--- src/rtl/tis_clear.sv ---
module tis_clear #(
	parameter int DEPTH = 26624,
	parameter int AW    = 15
) (
	input  logic          clk,
	input  logic          arst_n,
	output logic          busy,
	output logic [AW-1:0] addr
);

	logic [AW-1:0] cnt_q;
	logic          busy_q;

	// one entry per cycle from the bottom up, then idle for good
	always_ff @(posedge clk or negedge arst_n) begin
		if (!arst_n) begin
			cnt_q  <= '0;
			busy_q <= 1'b1;
		end else if (busy_q) begin
			if (cnt_q == AW'(DEPTH - 1)) begin
				busy_q <= 1'b0;
			end else begin
				cnt_q <= cnt_q + 1'b1;
			end
		end
	end

	assign busy = busy_q;
	assign addr = cnt_q;

endmodule

--- config.mk ---
export PLATFORM = sky130hd
export DESIGN_NAME = tis_clear
export DESIGN_NICKNAME = d
export VERILOG_FILES = /design/src/rtl/tis_clear.sv
export SDC_FILE = /design/constraint.sdc
export NUM_CORES = 1
export LEC_CHECK = 0
export ABC_AREA = 1
export BUFFER_PORTS_ARGS = -buffer_cell sky130_fd_sc_hd__buf_4
export CORE_MARGIN = 3
export CORE_UTILIZATION = 40
export DETAILED_ROUTE_END_ITERATION = 8
export PLACE_DENSITY_LB_ADDON = 0.2
export RECOVER_POWER = 100
export SYNTH_ARGS = -nofsm -noshare
export SYNTH_HDL_FRONTEND = slang
export SYNTH_SLANG_ARGS = --single-unit
--- constraint.sdc ---
create_clock -name clk -period 2 [get_ports clk]
set_input_delay 0.2 -clock clk [delete_from_list [all_inputs] [get_ports clk]]
set_output_delay 0.2 -clock clk [all_outputs]
set_load 0.005 [all_outputs]
==> impl_metrics.env <==
export IMPL_synth_cell_type_count=15
export IMPL_cts_clk_slew_worst_paths_ns=0.10
export IMPL_via_per_inst=4.795
export IMPL_fin_worst_skew_ns=0.001832
export IMPL_cts_root_buf="sky130_fd_sc_hd__clkbuf_4"
export IMPL_clock_tree_from_tritoncts="done"
export IMPL_dominantRegCellSynth="sky130_fd_sc_hd__dfrtp_1"
export IMPL_netlist_top_cells_area="sky130_fd_sc_hd__dfrtp_1 (38%), sky130_fd_sc_hd__nand2_1 (25%), sky130_fd_sc_hd__nand3_1 (6.7%)"
export IMPL_drc_errors=0
export IMPL_rows=17
export IMPL_rsz0062_at_grt="false"
export IMPL_grt_first_pass_wirelength_um=3643
export IMPL_capturing_element_type_of_the_critical_path="flop"
export IMPL_ys_async_sr_fraction=1.000
export IMPL_ios=18
export IMPL_initial_core_utilization=0.4329
export IMPL_setup_cp_type="reg2reg"
export IMPL_cts_setup_buffers=0
export IMPL_place_hpwl_um=1481
export IMPL_worstPathRequired_ns=2.23
export IMPL_power_leakage_nw=0.5563
export IMPL_synth_warnings=0
export IMPL_gp_congestion=0.8166
export IMPL_timing_critical_path_max_delay_family="simple AND/OR/NAND/NOR gates"
export IMPL_synthesis_nets=145
export IMPL_grt_overflow_total=0
export IMPL_timing_reg2reg_worst_path_depth=9
export IMPL_worst_r2r_setup_slack_ns=0.33
export IMPL_wl_per_cell_um=10.46
export IMPL_drive_above_1_share=0.1543
export IMPL_synthCells=142
export IMPL_worstPathCellList="ha_1 -> nand2_1 -> nor2_4 -> nand2_1 -> nand2_4 -> nand2_4 -> inv_2 -> nand2_1 -> nand2_1"
export IMPL_critPathMostFrequentCell="sky130_fd_sc_hd__nand2_1"
export IMPL_clock_path_buffers=2
export IMPL_yosys_register_bits=16
export IMPL_final_max_slew_violation_count=0
export IMPL_synth_area_sq_um=975.9
export IMPL_worstHoldEndpoint="addr[14]"
export IMPL_vias=911
export IMPL_die_span_in_x_um=55.40
export IMPL_ctsHtreeMaxLevel=1
export IMPL_antenna_diode_count=0
export IMPL_post_route_antenna_net_violation_count=0
export IMPL_peakVddDrop_v=0.0003003
export IMPL_cts_sinks=16
export IMPL_max_clock_freq_mhz=597.5
export IMPL_grt_use_total=0.1452
export IMPL_first_iter_violations=27
export IMPL_antenna_found_initial=0
export IMPL_worst_ep_arrival_time_ns=1.90
export IMPL_critPathSlowestCell="sky130_fd_sc_hd__dfrtp_1"
export IMPL_floorplan_core_area_sq_um=2255
export IMPL_regToRegEndpoint="addr[12]"
export IMPL_yosysSeqAreaShare=0.4115
export IMPL_design_die_area_sq_um=3069
export IMPL_cellPowerDensity_nw_per_um2=479.1
export IMPL_final_stage_net_count=166
export IMPL_dr_pass1_iters=4
export IMPL_worst_hold_path_type="reg2reg"
export IMPL_yosys_area_top_type="sky130_fd_sc_hd__dfrtp_1"
export IMPL_period_minus_slack_ns=1.674
export IMPL_worst_slew_margin_rel=0.4026
export IMPL_crit_path_max_fanout=23
export IMPL_worstSkewPairLatency_ns=0.29
export IMPL_setup_tns_ns=0
export IMPL_port_buffers=17
export IMPL_run_status="finished clean"
export IMPL_critPathBufInv=1
export IMPL_maxCapViolCount=0
export IMPL_numCtsBuffers=3
export IMPL_die_y_um=55.40
export IMPL_worst_pin_slew_ns=0.8961
export IMPL_pin_count_of_the_biggest_net_entering_global_routing=24
export IMPL_grt_pass1_vias=852
export IMPL_hold_path_cell_count=2
export IMPL_synth_edff_count=0
export IMPL_critical_path_reg2reg_startpoint="addr[0]"
export IMPL_number_of_endpoints_with_negative_hold_slack_in_the_final_report=0
export IMPL_area_growth_synth_to_final_pct=17.95
export IMPL_finalCoreUtilization=0.5105
export IMPL_final_period_utilization=0.8368
export IMPL_setup_viol=0
export IMPL_top_area_cell_type_share_of_the_netlist_area=0.3846
export IMPL_wl_um=1988
export IMPL_cp_slowest_stage_delay_ns=0.45
export IMPL_min_from="addr[14]"
export IMPL_synth_avg_cell_area_sq_um=6.873
export IMPL_timing_critical_path_from_type="flop"
## cell usage after synthesis, types with 2 or more instances
master and number:
sky130_fd_sc_hd__inv_1 17, sky130_fd_sc_hd__dfrtp_1 15, sky130_fd_sc_hd__nand3_1 13, sky130_fd_sc_hd__o21ai_1 2, sky130_fd_sc_hd__nand2_1 66, sky130_fd_sc_hd__nand2_4 3
sky130_fd_sc_hd__buf_6 2, sky130_fd_sc_hd__nor2_4 2, sky130_fd_sc_hd__nand4_1 4, sky130_fd_sc_hd__nor2_1 12, sky130_fd_sc_hd__xor2_1 2
## report_power, final
part           total [mW]  internal (mW)  switching, mW
registers           0.323          0.323              0
clock network       0.220          0.111          0.109
logic             0.00817        0.00168        0.00649
## layout make-up
| type | instances | area [sq um] |
|---|---|---|
| Clock buffer | 4 | 36.28 |
| Fill cell | 231 | 1104 |
| Tap cell | 28 | 35.03 |
| Multi-Input combinational cell | 106 | 476.7 |
| Sequential cell | 16 | 401.6 |
| Timing Repair Buffer | 18 | 133.9 |
| Inverter | 18 | 67.56 |
## repair_timing
action	4_1_cts	5_1_grt
gates resized for setup	0	0
hold buffers	1	0
hold endpoints to repair	16	0
## metal layers
layer | track usage | part of all wire | wire length [um]
met2 | 0.2449 | 0.49 | 975
met1 | 0.1858 | 0.47 | 927
met4 | 0.05208 | 0.0070 | 14
met3 | 0.02336 | 0.035 | 70
met5 | 0 | 0 | 0
## registers in the layout, indices dropped and copies added (netlist names)
register  flops
addr         15
busy          1
## how the worst max path moves through the flow
| stage | startpoint | endpoint | slack (ns) | depth (start not counted) |
|---|---|---|---|---|
| 2_1_floorplan | addr[0] | addr[6] | 0.56 | 9 |
| 3_3_place_gp | addr[0] | addr[12] | 0.43 | 9 |
| 3_5_place_dp | addr[0] | addr[12] | 0.38 | 9 |
| 4_1_cts | addr[0] | addr[12] | 0.37 | 9 |
| 5_1_grt | addr[0] | addr[1] | 0.09 | 9 |
| 6_report | addr[0] | addr[12] | 0.33 | 9 |
## tightest hold or removal path, delay by kind of cell, from the launching register on
kind          cells  cell delay [ns]
simple gates      2             0.11
flops             1             0.39
## stage by stage
stage | hold slack (ns) | setup slack, ns | instances | instance area [sq um] | power, mW
6_report | 0.5296 | 0.3264 | 190 | 1151 | 0.5515
5_1_grt | 0.5936 | 0.09329 | 190 | 1151 | 0.5787
4_1_cts | 0.2945 | 0.3669 | 190 | 1162 | 0.5618
3_5_place_dp | 0.07625 | 0.3809 | 185 | 1116 | 0.3380
3_3_place_gp | 0.07473 | 0.4296 | 185 | 1116 | 0.3379
2_1_floorplan | -0.09559 | 0.5585 | 142 | 975.9 | 0.3297
## logic make-up after synthesis
group	after synthesis	synth area share
and+or+nand+nor	100	0.4500
adders and majority gates	1	0.01282
AOI/OAI and AO/OA	3	0.01538
DFF	16	0.4115
buffers and inverters	20	0.09230
xor gates and xnor gates	2	0.01795
## layout by cell type (no fill, tap or decap), drive strengths merged
master / synthesis / final
ha: 1 / 1
nand4: 4 / 4
o21ai: 3 / 3
dlygate4sd3: 0 / 1
dfstp: 1 / 1
nand3: 13 / 13
inv: 18 / 18
dfrtp: 15 / 15
buf: 2 / 1
nor2: 14 / 14
nand2: 69 / 69
xor2: 2 / 2
clkbuf: 0 / 20
(Power assumes the default switching activity.)
